`config.mk`:
```
export PLATFORM = sky130hd
export DESIGN_NAME = apf_pcs_lane
export DESIGN_NICKNAME = d
export VERILOG_FILES = /design/src/design/apf_predictive_current_select_top_assert.svh /design/src/design/apf_pcs_pkg.sv /design/src/design/apf_pcs_lane.sv
export SDC_FILE = /design/constraint.sdc
export NUM_CORES = 2
export LEC_CHECK = 0
export BUFFER_PORTS_ARGS = -buffer_cell sky130_fd_sc_hd__buf_2
export CAP_MARGIN = 30
export CORE_ASPECT_RATIO = 0.8
export CORE_MARGIN = 8
export CORE_UTILIZATION = 55
export DETAILED_ROUTE_END_ITERATION = 8
export HOLD_SLACK_MARGIN = 0.06
export PLACE_DENSITY = 0.71
export SLEW_MARGIN = 15
export SYNTH_ARGS = -nofsm -noshare
export SYNTH_HDL_FRONTEND = slang
export SYNTH_SLANG_ARGS = --single-unit
export TNS_END_PERCENT = 100
```
`constraint.sdc`:
```
create_clock -name i_clk -period 11.32 [get_ports i_clk]
set_input_delay 2.264 -clock i_clk [delete_from_list [all_inputs] [get_ports i_clk]]
set_output_delay 2.264 -clock i_clk [all_outputs]
set_load 0.01 [all_outputs]
```
`src/design/apf_predictive_current_select_top_assert.svh`:
```
// Assertion macros for the predictive current select block.
`ifndef APF_PREDICTIVE_CURRENT_SELECT_TOP_ASSERT_SVH
`define APF_PREDICTIVE_CURRENT_SELECT_TOP_ASSERT_SVH
`ifndef SYNTHESIS
// same-cycle implication
`define APF_ASSERT_NOW(lbl, clk, rst_n, ante, cons) \
    lbl: assert property (@(posedge clk) disable iff (!rst_n) (ante) |-> (cons)) \
        else $error("assertion failed: same-cycle implication");
// next-cycle implication
`define APF_ASSERT_NEXT(lbl, clk, rst_n, ante, cons) \
    lbl: assert property (@(posedge clk) disable iff (!rst_n) (ante) |=> (cons)) \
        else $error("assertion failed: next-cycle implication");
`else
`define APF_ASSERT_NOW(lbl, clk, rst_n, ante, cons)
`define APF_ASSERT_NEXT(lbl, clk, rst_n, ante, cons)
`endif
`endif

```
`src/design/apf_pcs_pkg.sv`:
```
// Package: constants, state types and lane command word for the current select block.
`timescale 1ns / 1ps
`default_nettype none
package apf_pcs_pkg;

    // Q1.30 constants
    localparam logic signed [31:0] K_SQRT_2_3  = 32'sd876706528;
    localparam logic signed [31:0] K_INV_SQRT2 = 32'sd759250125;
    localparam logic signed [31:0] K_SQRT3_2   = 32'sd929887697;

    // quotient bits produced by the divider (quotient stays below 2^26)
    localparam int DIV_QBITS = 28;
    localparam int DIV_CNT_W = $clog2(DIV_QBITS);

    localparam int LVL_W = 2;

    typedef enum logic [2:0] {
        CFG_DECAY   = 3'd0,
        CFG_GAIN    = 3'd1,
        CFG_DC_LINK = 3'd2,
        CFG_LEVEL0  = 3'd3,
        CFG_LEVEL1  = 3'd4,
        CFG_LEVEL2  = 3'd5,
        CFG_LEVEL3  = 3'd6
    } t_cfg_idx;

    typedef enum logic [3:0] {
        S_IDLE,
        S_CLARKE,
        S_POWER,
        S_SUM,
        S_DIV_GO,
        S_DIV_WAIT,
        S_REF1,
        S_REF2,
        S_LEVELS,
        S_DRAIN,
        S_OUT
    } t_state;

    typedef enum logic [2:0] {
        D_IDLE,
        D_MUL,
        D_ADD,
        D_RUN,
        D_FIN
    } t_div_state;

    // one level candidate broadcast to the phase lanes
    typedef struct packed {
        logic               valid;
        logic               last;
        logic [LVL_W-1:0]   idx;
        logic signed [26:0] u;
    } t_lvl_cmd;

endpackage
`default_nettype wire

```
`src/design/apf_pcs_lane.sv`:
```
// Phase lane: predicts the next filter current per level and keeps the least error.
`timescale 1ns / 1ps
`default_nettype none
module apf_pcs_lane (
    input  logic                        i_clk,
    input  logic                        i_rst_n,
    input  logic signed [23:0]          i_v,
    input  logic signed [23:0]          i_fi,
    input  logic signed [23:0]          i_ref,
    input  logic [30:0]                 i_decay,
    input  logic [31:0]                 i_gain,
    input  apf_pcs_pkg::t_lvl_cmd       i_cmd,
    output logic [apf_pcs_pkg::LVL_W-1:0] o_best,
    output logic                        o_done
);
    localparam int LW = apf_pcs_pkg::LVL_W;

    logic signed [25:0] r_dec;
    logic signed [28:0] r_b;
    logic               r_a_valid;
    logic               r_a_last;
    logic [LW-1:0]      r_a_idx;
    logic [LW-1:0]      r_best;
    logic [30:0]        r_best_e;
    logic               r_done;

    logic signed [55:0] w_dp;
    logic signed [27:0] w_diff;
    logic signed [60:0] w_gp;
    logic signed [29:0] w_pred;
    logic signed [30:0] w_e;
    logic [30:0]        w_mag;
    logic               w_take;

    // decay term, from stable operands
    assign w_dp = 56'(i_fi) * 56'($signed({1'b0, i_decay}));
    always_ff @(posedge i_clk) begin
        r_dec <= 26'((w_dp + (56'sd1 <<< 29)) >>> 30);
    end

    // stage A: voltage term for the candidate level
    assign w_diff = 28'(i_v) - 28'(i_cmd.u);
    assign w_gp   = 61'(w_diff) * 61'($signed({1'b0, i_gain}));
    always_ff @(posedge i_clk) begin
        r_b     <= 29'((w_gp + (61'sd1 <<< 31)) >>> 32);
        r_a_last <= i_cmd.last;
        r_a_idx <= i_cmd.idx;
    end

    // stage B: error magnitude and running best; ties keep the lower level
    assign w_pred = 30'(r_dec) + 30'(r_b);
    assign w_e    = 31'(i_ref) - 31'(w_pred);
    assign w_mag  = w_e[30] ? 31'(-w_e) : 31'(w_e);
    assign w_take = r_a_valid && ((r_a_idx == '0) || (w_mag < r_best_e));
    always_ff @(posedge i_clk) begin
        if (w_take) begin
            r_best   <= r_a_idx;
            r_best_e <= w_mag;
        end
    end

    // control
    always_ff @(posedge i_clk) begin
        if (!i_rst_n) begin
            r_a_valid <= 1'b0;
            r_done    <= 1'b0;
        end else begin
            r_a_valid <= i_cmd.valid;
            r_done    <= r_a_valid && r_a_last;
        end
    end

    assign o_best = r_best;
    assign o_done = r_done;
endmodule
`default_nettype wire

```
==> reports/summary.log <==
qor: run_status.status finished clean
qor: critical_path.end_kind register
qor: die.ports_placed_on_the_boundary 171
qor: timing.timing.final.crit_period 10960 ps
qor: logic_synthesis.postSynth.topFlopCell sky130_fd_sc_hd__dfxtp_1
qor: die.die_h 313 µm
qor: critical_path.regToRegStartpoint r_dec[0]
qor: timing.min_period_over_period 96.8%
qor: timing.final.setup_skew 12.7 ps
qor: clocking.worst_path_clk_slew 80 ps
qor: logic_synthesis.synth.net_count 9067
qor: clocking.ctsHoldBuffers 0
qor: logic_synthesis.synth_sequential_area_ratio 3.61%
qor: detailed_routing.finalWirelength 182 mm
qor: die.fp.dieW 387 µm
qor: timing.grt_setup_unrepaired false
qor: logic_synthesis.ys.warnings.count 0
qor: logic_synthesis.synth_top_area_share 47.6%
qor: detailed_routing.firstDrtPassIters 8
qor: logic_synthesis.yosysMostFrequentCell sky130_fd_sc_hd__inv_1
qor: logic_synthesis.yosys.area.top_type sky130_fd_sc_hd__fa_1
qor: clocking.cts-root-to-sink-buffers 2
qor: detailed_routing.routed_antenna_nets 0
qor: critical_path.kind_of_start_point_of_the_critical_path input port
qor: timing.finalSetupTns 0 ps
qor: die.placement_rows 109
qor: logic_synthesis.synth.top_cells.by_area sky130_fd_sc_hd__fa_1 (48%), sky130_fd_sc_hd__ha_1 (12%), sky130_fd_sc_hd__inv_1 (10%)
qor: timing.worst_pin_slew 1010 ps
qor: global_routing.first_global_vias 50400
qor: logic_synthesis.synth_unique_cells 85
qor: finish.nets 9131
qor: global_routing.grt_pass1_wl 286 mm
qor: clocking.cts-buffers-inserted 9
qor: logic_synthesis.async_reset_ff_share 0%
qor: detailed_routing.wl_met1 74.1 mm
qor: timing.relSlewSlack 32.7%
qor: critical_path.critical_path_class input port to register
qor: critical_path.worst_setup_path_startpoint i_v[0]
qor: clocking.insertion_delay 360 ps
qor: logic_synthesis.syn-cell-area 60700 µm²
qor: global_routing.gr-total-overflow 0
qor: placement.placement.io_buffers 170
qor: detailed_routing.met3WireLength 23.6 mm
qor: critical_path.critPathMaxFanout 12
qor: global_routing.grtUsageTotal 30.0%
qor: clocking.clock_tree.root_cell sky130_fd_sc_hd__clkbuf_16
qor: placement.dpl.hpwl 143 mm
qor: job.cap_viol_max_count 0
qor: detailed_routing.post-route-drc-count 0
qor: critical_path.max_incr_delay_on_cp 600 ps
qor: clocking.cts.htree.levels 3
qor: finish.drive_gt1_share 7.49%
qor: worst_hold_path.type_of_the_most_critical_hold_path register to register
qor: timing.clock.fmax 91.2 MHz
qor: critical_path.cp_slowest_cell sky130_fd_sc_hd__fa_1
qor: detailed_routing.routed-wl-met2 78.1 mm
qor: logic_synthesis.post_synth_inst_count 6884
qor: die.effective_utilization_at_floorplan 55.2%
qor: critical_path.crit_path_frequent_cell sky130_fd_sc_hd__fa_1
qor: detailed_routing.drt-vias-per-instance 5.69
qor: timing.fin_ws 360 ps
qor: die.area_of_the_placeable_core 110000 µm²
qor: worst_hold_path.min_from r_a_idx[1]
qor: timing.final_hold_viol_count 0
qor: global_routing.pin_count_of_the_biggest_net_entering_global_routing 67
qor: global_routing.number_of_antenna_violations_at_the_first_check_in_global_routing 8
qor: logic_synthesis.ys_ff_latch 93
qor: detailed_routing.initialDrtViolationCount 4477
qor: placement.gp_congestion 0.995
qor: detailed_routing.top_metal_layer_carrying_routed_signals met5
qor: clocking.cts_tree built
qor: detailed_routing.routed-via-count 47800
qor: critical_path.crit_required 11570 ps
qor: placement.worst_setup_slack_before_clock_tree_synthesis -542 ps
qor: logic_synthesis.synth.avg_cell_area 8.81 µm²
qor: timing.final_max_slew_viol_count 0
qor: finish.layout-area-overhead-vs-synth 6.98%
qor: timing.report.final.setup_viol 0
qor: critical_path.critical_path_arrival 11210 ps
qor: logic_synthesis.synth_enable_flop_cells 33
qor: die.design.die.area 121000 µm²
qor: clocking.clock_tree_sinks 93
qor: detailed_routing.wl_per_cell 21.7 µm
qor: finish.fill_cells 9675
qor: logic_synthesis.post_synth_most_frequent_cells sky130_fd_sc_hd__inv_1 (1662), sky130_fd_sc_hd__fa_1 (1442), sky130_fd_sc_hd__nand2_1 (1069)
[layout make-up]
cell class | instances | area (µm²) | area share (%)
Clock inverter | 7 | 86.3 | 0.133
Inverter | 1662 | 6240 | 9.61
Timing Repair Buffer | 428 | 3160 | 4.86
Antenna cell | 5 | 12.5 | 0.0193
Tap cell | 1443 | 1810 | 2.78
Sequential cell | 93 | 2190 | 3.38
Multi-Input combinational cell | 4754 | 51200 | 78.9
Clock buffer | 9 | 225 | 0.347
[cell usage in the layout (no fill, tap or decap), drive strengths merged, types with 87 or more instances in the layout]
cell type  count
xnor2         96
fa          1442
and2         445
nand3         87
o21ai        121
inv         1667
nand2       1069
ha           573
a21oi        160
buf          428
nor2          90
[logic make-up after synthesis]
family,share of synthesized area [%]
multiplexers,0.0351
buffers and inverters,12.6
flip-flops,3.61
AO/OA/AOI/OAI,6.35
XOR/XNOR,1.91
adder cells (fa/ha/maj),59.4
AND/OR/NAND/NOR,16.1
[repair_timing]
action | CTS | global route
setup endpoints to repair | 3 | 24
pin swaps | 0 | 7
resized for setup | 1 | 30
buffers inserted | 0 | 2
[layer usage]
| layer | GRT usage [%] | vias to the layer above |
|---|---|---|
| li1 | - | 20600 |
| met1 | 42.5 | 24100 |
| met5 | 0 | - |
| met4 | 8.16 | 6 |
| met3 | 9.10 | 382 |
| met2 | 44.9 | 2676 |
[sequential cells by signal, summed over array words and instances (netlist names)]
signal / cells
r_a_last: 1
r_a_valid: 1
r_dec: 26
o_done: 1
r_b: 29
r_best_e: 31
r_a_idx: 2
o_best: 2
[critical path: cells and delay by family]
family,cells,cell delay (ps)
AO/OA/AOI/OAI,12,1900
AND/OR/NAND/NOR,7,1330
buffers and inverters,9,1170
adder cells (fa/ha/maj),10,4360
XOR/XNOR,1,150
[worst paths after layout]
path / endpoint / cells past startpoint / slack [ps]
worst max-delay path: r_b[28] / 39 / 360
worst min-delay path: o_best[1] / 0 / 430
worst max register to register: r_best_e[18] / 25 / 3760
worst min register to register: o_best[1] / 0 / 430
[per-stage QoR]
stage	instances	instance area [µm²]	utilization (%)	hold slack (ps)
6_report	8401	64900	59.0	435
5_1_grt	8396	64900	59.0	441
4_1_cts	8392	64700	58.8	435
3_5_place_dp	8376	64400	58.6	418
3_3_place_gp	8375	64300	58.5	413
2_1_floorplan	6884	60700	-	409
Power is not shown: default switching activity piles up to over one toggle a cycle in this logic, so the estimate is an artifact.
