**config.mk**
```make
export PLATFORM = sky130hd
export DESIGN_NAME = apf_pcs_div
export DESIGN_NICKNAME = d
export VERILOG_FILES = /design/src/design/apf_predictive_current_select_top_assert.svh /design/src/design/apf_pcs_pkg.sv /design/src/design/apf_pcs_div.sv
export SDC_FILE = /design/constraint.sdc
export NUM_CORES = 2
export LEC_CHECK = 0
export BUFFER_PORTS_ARGS = -buffer_cell sky130_fd_sc_hd__buf_2
export CAP_MARGIN = 25
export CORE_MARGIN = 2
export CORE_UTILIZATION = 45
export DETAILED_ROUTE_END_ITERATION = 8
export SLEW_MARGIN = 25
export SYNTH_ARGS = -nofsm -noshare
export SYNTH_HDL_FRONTEND = slang
export SYNTH_SLANG_ARGS = --single-unit
```
**constraint.sdc**
```tcl
create_clock -name i_clk -period 9.76 [get_ports i_clk]
set_input_delay 1.464 -clock i_clk [delete_from_list [all_inputs] [get_ports i_clk]]
set_output_delay 1.464 -clock i_clk [all_outputs]
set_load 0.005 [all_outputs]
```
**src/design/apf_predictive_current_select_top_assert.svh**
```systemverilog
// Assertion macros for the predictive current select block.
`ifndef APF_PREDICTIVE_CURRENT_SELECT_TOP_ASSERT_SVH
`define APF_PREDICTIVE_CURRENT_SELECT_TOP_ASSERT_SVH
`ifndef SYNTHESIS
// same-cycle implication
`define APF_ASSERT_NOW(lbl, clk, rst_n, ante, cons) \
    lbl: assert property (@(posedge clk) disable iff (!rst_n) (ante) |-> (cons)) \
        else $error("assertion failed: same-cycle implication");
// next-cycle implication
`define APF_ASSERT_NEXT(lbl, clk, rst_n, ante, cons) \
    lbl: assert property (@(posedge clk) disable iff (!rst_n) (ante) |=> (cons)) \
        else $error("assertion failed: next-cycle implication");
`else
`define APF_ASSERT_NOW(lbl, clk, rst_n, ante, cons)
`define APF_ASSERT_NEXT(lbl, clk, rst_n, ante, cons)
`endif
`endif

```
**src/design/apf_pcs_pkg.sv**
```systemverilog
// Package: constants, state types and lane command word for the current select block.
`timescale 1ns / 1ps
`default_nettype none
package apf_pcs_pkg;

    // Q1.30 constants
    localparam logic signed [31:0] K_SQRT_2_3  = 32'sd876706528;
    localparam logic signed [31:0] K_INV_SQRT2 = 32'sd759250125;
    localparam logic signed [31:0] K_SQRT3_2   = 32'sd929887697;

    // quotient bits produced by the divider (quotient stays below 2^26)
    localparam int DIV_QBITS = 28;
    localparam int DIV_CNT_W = $clog2(DIV_QBITS);

    localparam int LVL_W = 2;

    typedef enum logic [2:0] {
        CFG_DECAY   = 3'd0,
        CFG_GAIN    = 3'd1,
        CFG_DC_LINK = 3'd2,
        CFG_LEVEL0  = 3'd3,
        CFG_LEVEL1  = 3'd4,
        CFG_LEVEL2  = 3'd5,
        CFG_LEVEL3  = 3'd6
    } t_cfg_idx;

    typedef enum logic [3:0] {
        S_IDLE,
        S_CLARKE,
        S_POWER,
        S_SUM,
        S_DIV_GO,
        S_DIV_WAIT,
        S_REF1,
        S_REF2,
        S_LEVELS,
        S_DRAIN,
        S_OUT
    } t_state;

    typedef enum logic [2:0] {
        D_IDLE,
        D_MUL,
        D_ADD,
        D_RUN,
        D_FIN
    } t_div_state;

    // one level candidate broadcast to the phase lanes
    typedef struct packed {
        logic               valid;
        logic               last;
        logic [LVL_W-1:0]   idx;
        logic signed [26:0] u;
    } t_lvl_cmd;

endpackage
`default_nettype wire

```
**src/design/apf_pcs_div.sv**
```systemverilog
// Multiply-divide unit: round(|v|*|p|/d) with sign, restoring, one quotient bit a cycle.
`timescale 1ns / 1ps
`default_nettype none
module apf_pcs_div (
    input  logic               i_clk,
    input  logic               i_rst_n,
    input  logic               i_start,
    input  logic signed [24:0] i_v,
    input  logic signed [50:0] i_p,
    input  logic [49:0]        i_d,
    output logic signed [29:0] o_q,
    output logic               o_done
);
    localparam int QB = apf_pcs_pkg::DIV_QBITS;
    localparam int CW = apf_pcs_pkg::DIV_CNT_W;

    apf_pcs_pkg::t_div_state r_state, n_state;

    logic [24:0]        r_mv;
    logic [50:0]        r_mp;
    logic               r_neg;
    logic [49:0]        r_d;
    logic [50:0]        r_lo;
    logic [49:0]        r_hi;
    logic [49:0]        r_rem;
    logic [QB-1:0]      r_n;
    logic [QB-1:0]      r_q;
    logic [CW-1:0]      r_cnt;
    logic signed [29:0] r_out;
    logic               r_done;

    logic [76:0] w_num;
    logic [50:0] w_trial;
    logic        w_fit;
    logic        w_up;
    logic [28:0] w_qr;

    // state register
    always_ff @(posedge i_clk) begin
        if (!i_rst_n) begin
            r_state <= apf_pcs_pkg::D_IDLE;
        end else begin
            r_state <= n_state;
        end
    end

    // next state
    always_comb begin
        n_state = r_state;
        unique case (r_state)
            apf_pcs_pkg::D_IDLE: if (i_start) n_state = apf_pcs_pkg::D_MUL;
            apf_pcs_pkg::D_MUL:  n_state = apf_pcs_pkg::D_ADD;
            apf_pcs_pkg::D_ADD:  n_state = apf_pcs_pkg::D_RUN;
            apf_pcs_pkg::D_RUN:  if (r_cnt == CW'(QB - 1)) n_state = apf_pcs_pkg::D_FIN;
            apf_pcs_pkg::D_FIN:  n_state = apf_pcs_pkg::D_IDLE;
            default:             n_state = apf_pcs_pkg::D_IDLE;
        endcase
    end

    // datapath terms
    assign w_num   = 77'(r_lo) + (77'(r_hi) << 26);
    assign w_trial = {r_rem, r_n[QB-1]};
    assign w_fit   = (w_trial >= {1'b0, r_d});
    assign w_up    = ({r_rem, 1'b0} >= {1'b0, r_d});
    assign w_qr    = 29'(r_q) + (w_up ? 29'd1 : 29'd0);

    // operands, partial products and long division
    always_ff @(posedge i_clk) begin
        case (r_state)
            apf_pcs_pkg::D_IDLE: begin
                r_mv  <= i_v[24] ? 25'(-i_v) : 25'(i_v);
                r_mp  <= i_p[50] ? 51'(-i_p) : 51'(i_p);
                r_neg <= i_v[24] ^ i_p[50];
                r_d   <= i_d;
            end
            apf_pcs_pkg::D_MUL: begin
                r_lo <= 51'(r_mv * r_mp[25:0]);
                r_hi <= 50'(r_mv * r_mp[50:26]);
            end
            apf_pcs_pkg::D_ADD: begin
                r_rem <= 50'(w_num >> QB);
                r_n   <= w_num[QB-1:0];
                r_q   <= '0;
                r_cnt <= '0;
            end
            apf_pcs_pkg::D_RUN: begin
                r_rem <= w_fit ? 50'(w_trial - {1'b0, r_d}) : 50'(w_trial);
                r_n   <= r_n << 1;
                r_q   <= {r_q[QB-2:0], w_fit};
                r_cnt <= r_cnt + 1'b1;
            end
            apf_pcs_pkg::D_FIN: begin
                r_out <= r_neg ? -$signed(30'(w_qr)) : $signed(30'(w_qr));
            end
            default: ;
        endcase
    end

    // completion pulse
    always_ff @(posedge i_clk) begin
        if (!i_rst_n) begin
            r_done <= 1'b0;
        end else begin
            r_done <= (r_state == apf_pcs_pkg::D_FIN);
        end
    end

    assign o_q    = r_out;
    assign o_done = r_done;
endmodule
`default_nettype wire

```
==> reports/metrics.csv <==
stage,metric,value,unit
status,status,"finished, final reports clean",
clock_network,"Clk Latency, worst-skew pair",0.66,ns
yosys,syn_area_per_cell,9.38,sq um
clock_network,CTS resizes,0,
placement,HPWL after detailed placement,128,mm
clock_network,hold-fix buffers at CTS,0,
yosys,"Net Count, Synth",8286,
finish,area grow syn2layout,7.01,%
finish,"Net count, final",8260,
detailed_routing,Vias/cell,5.31,
yosys,XOR/XNOR share of the synthesized area,4.31,%
placement,Placer Congestion,0.874,
clock_network,H-tree lvl count,2,
yosys,top cell type by total area after synthesis,fa_1,
timing,RSZ-0062 raised after global routing,false,
global_routing,global-route wire length before repair,267,mm
yosys,fraction of the mapped netlist area in compound gates,7.54,%
setup_path,"slowest stage cell, crit path",edfxtp_1,
timing,final setup fails,0,
yosys,Synth Register Bits,373,
die,DIE AREA,0.141,sq mm
placement,pre-CTS setup slack,1.66,ns
timing,Final Hold Fails,0,
detailed_routing,DRT Pass-1 Iters,6,
timing,minimum clock period,8.26,ns
detailed_routing,WL final,166,mm
global_routing,initial antenna violation count,6,
setup_path,Crit Path Class,reg -> reg,
yosys,"top cells by area, synth","fa_1 (35%), edfxtp_1 (18%), ha_1 (9.1%)",
timing,actual slew at the worst max-slew pin,1.14,ns
global_routing,grt ovf,0,
clock_network,CTS sink cnt,373,
die,Row Count,136,
setup_path,nature of the critical path startpoint,flop,
die,Ports,160,
yosys,Synth cell types,81,
yosys,mux share of post-synthesis cell area,0.133,%
setup_path,data required time at the worst endpoint,10.16,ns
setup_path,worst path arrival time,8.66,ns
setup_path,CP max stage delay,1.10,ns
timing,fin crit share,84.6,%
detailed_routing,initial DRC count,3085,
detailed_routing,total number of vias,44800,
timing,final setup TNS,0,ns
global_routing,Total GRT Usage,24.1,%
yosys,Gate Count Post-Synth,6628,
timing,Max Clock Skew,0.0704,ns
yosys,"Top FF cell, synth",edfxtp_1,
die,core area,0.137,sq mm
timing,Slew Limit Fails,0,
clock_network,clk root buf,clkbuf_16,
yosys,Synth top area share,34.7,%
global_routing,maximum number of pins on one net before global-route repair,82,
min_path,worst min path class,reg -> reg,
detailed_routing,mean routed wirelength per cell,19.6,microns
clock_network,CTS buffer count,50,
yosys,simple-gate share of the synthesized area,16.4,%
setup_path,Critical Path End Type,flop,
setup_path,CP cell instances,buf_4 -> buf_4 -> nand2_1 -> fa_1 -> inv_1 -> fa_1 -> inv_1 -> fa_1 -> fa_1 -> inv_1 -> fa_1 -> fa_1 -> fa_1 -> ha_1 -> a21o_1 -> a21oi_1 -> o21bai_1 -> a21oi_1 -> o21ai_0 -> a21o_1 -> a41o_1 -> a221oi_1 -> xnor2_1,
setup_path,crit-path max FO,21,
clock_network,post-CTS setup buffers,0,
setup_path,"Top cell by count, worst path",fa_1,
die,DIE WIDTH,376,microns
yosys,cell area after synthesis,0.0622,sq mm
timing,FMAX,0.121,GHz
yosys,Post-Synth Adder-Cell Area,43.8,%
setup_path,worst path bufs/invs,5,
detailed_routing,post-route ant nets,0,
global_routing,vias in the first global route,47900,
die,Die Y,376,microns
detailed_routing,Post-route DRC,0,
yosys,fraction of registers with async set/reset,0,%
finish,layout cells sized above 1,5.51,%
clock_network,Max Root-Sink Buffers,3,
die,effective utilization at floorplan,45.3,%
clock_network,CTS tree,yes,
setup_path,Crit path max-delay family,adder cells,
placement,Buffers on Ports,159,
yosys,"Seq/Total Area, Yosys",18.0,%
timing,worst setup margin,1.50,ns
yosys,Post-synth EDFFs,369,
run,max_cap viols,0,
yosys,main combinational cell family by area after synthesis,adder cells,
yosys,YS warnings,0,
timing,Slew headroom,24.0,%
clock_network,CTS clock-pin slew for the worst setup and hold paths,0.06,ns
per-layer routing:
layer	part of all wire (%)	track usage, %
met2	44	37.8
met3	8.0	5.15
met5	0.042	0
met4	2.2	5.10
met1	46	34.3
cell usage after synthesis, types with 58 or more instances:
library cell  count
edfxtp_1        369
clkbuf_1        313
inv_1          1301
a21oi_1         196
ha_1            452
o21ai_0         160
and2_1          670
a21o_1          102
nand2_1         909
and3_1           69
nand3_1          58
xnor2_1         212
fa_1           1077
nor2_1          134
xor2_1           94
cells in the final DEF (no fill, tap or decap), types with 7 or more instances in the layout:
cell type,count
nand2_1,907
o21bai_1,28
nand4_1,29
buf_12,7
nor2_1,134
or3_1,28
inv_1,1301
and4_1,9
and3_1,69
or2_2,12
nor3_1,37
a21oi_1,196
a211oi_1,16
o41ai_1,7
clkinv_1,11
clkbuf_16,50
and2_1,669
o211ai_1,28
fa_1,1077
a211o_1,9
a31oi_1,32
ha_1,452
clkinv_2,9
edfxtp_1,369
nor2b_1,20
buf_2,159
a22oi_1,16
o21a_1,29
o31ai_1,32
nand2b_1,33
xor2_1,94
nand3_1,58
a21o_1,102
buf_4,75
o21ai_0,160
or4_1,10
xnor2_1,212
metrics by stage:
step	std cells	hold slack, ns	instance area, sq um	utilization (%)
floorplan	6628	0.484	62200	-
global placement	8337	0.490	64700	47.1
detailed placement	8340	0.495	64800	47.2
CTS	8432	0.466	66400	48.4
global route	8437	0.495	66500	48.4
finish	8439	0.474	66500	48.4
kinds of logic after synthesis:
| kind of cell | after synthesis |
|---|---|
| compound gates | 733 |
| xor+xnor | 306 |
| fa+ha+maj | 1529 |
| buf+inv | 1629 |
| flops | 373 |
| mux | 8 |
| simple gates | 2050 |
area by class of cell:
type / count / area [sq um]
Sequential cell: 373 / 11200
Inverter: 1302 / 4890
Fill cell: 13000 / 70800
Tap cell: 1794 / 2240
Antenna cell: 3 / 7.51
Timing Repair Buffer: 249 / 1630
Clock buffer: 53 / 1260
Multi-Input combinational cell: 4626 / 44900
Clock inverter: 39 / 424
worst register-to-register path: stages (launching register included):
cell and delay, ns:
edfxtp_1 1.10, buf_4 0.45, buf_4 0.33, nand2_1 0.12, fa_1 0.57, inv_1 0.06, fa_1 0.47, inv_1 0.06
fa_1 0.50, fa_1 0.56, inv_1 0.05, fa_1 0.50, fa_1 0.44, fa_1 0.67, ha_1 0.37, a21o_1 0.19
a21oi_1 0.13, o21bai_1 0.11, a21oi_1 0.28, o21ai_0 0.14, a21o_1 0.20, a41o_1 0.25, a221oi_1 0.35, xnor2_1 0.11
sequential cells by signal, indices dropped and copies added (netlist names), 5 cells and up:
register and flops:
r_q 28, r_rem 50, r_lo 51, r_n 28, r_cnt 5, r_hi 50
r_mv 25, r_d 50, o_q 30, r_mp 51
worst paths after layout:
kind | endpoint | cells past startpoint | slack [ns] | startpoint
max | r_hi[47]$_DFFE_PP_ | 23 | 1.50 | r_mv[19]$_DFFE_PN_
min | r_n[3]$_DFFE_PP_ | 2 | 0.47 | r_n[2]$_DFFE_PP_
max reg2reg | r_hi[47]$_DFFE_PP_ | 23 | 1.50 | r_mv[19]$_DFFE_PN_
min reg2reg | r_n[3]$_DFFE_PP_ | 2 | 0.47 | r_n[2]$_DFFE_PP_
Power is not shown: default switching activity piles up to over one toggle a cycle in this logic, so the estimate is an artifact.
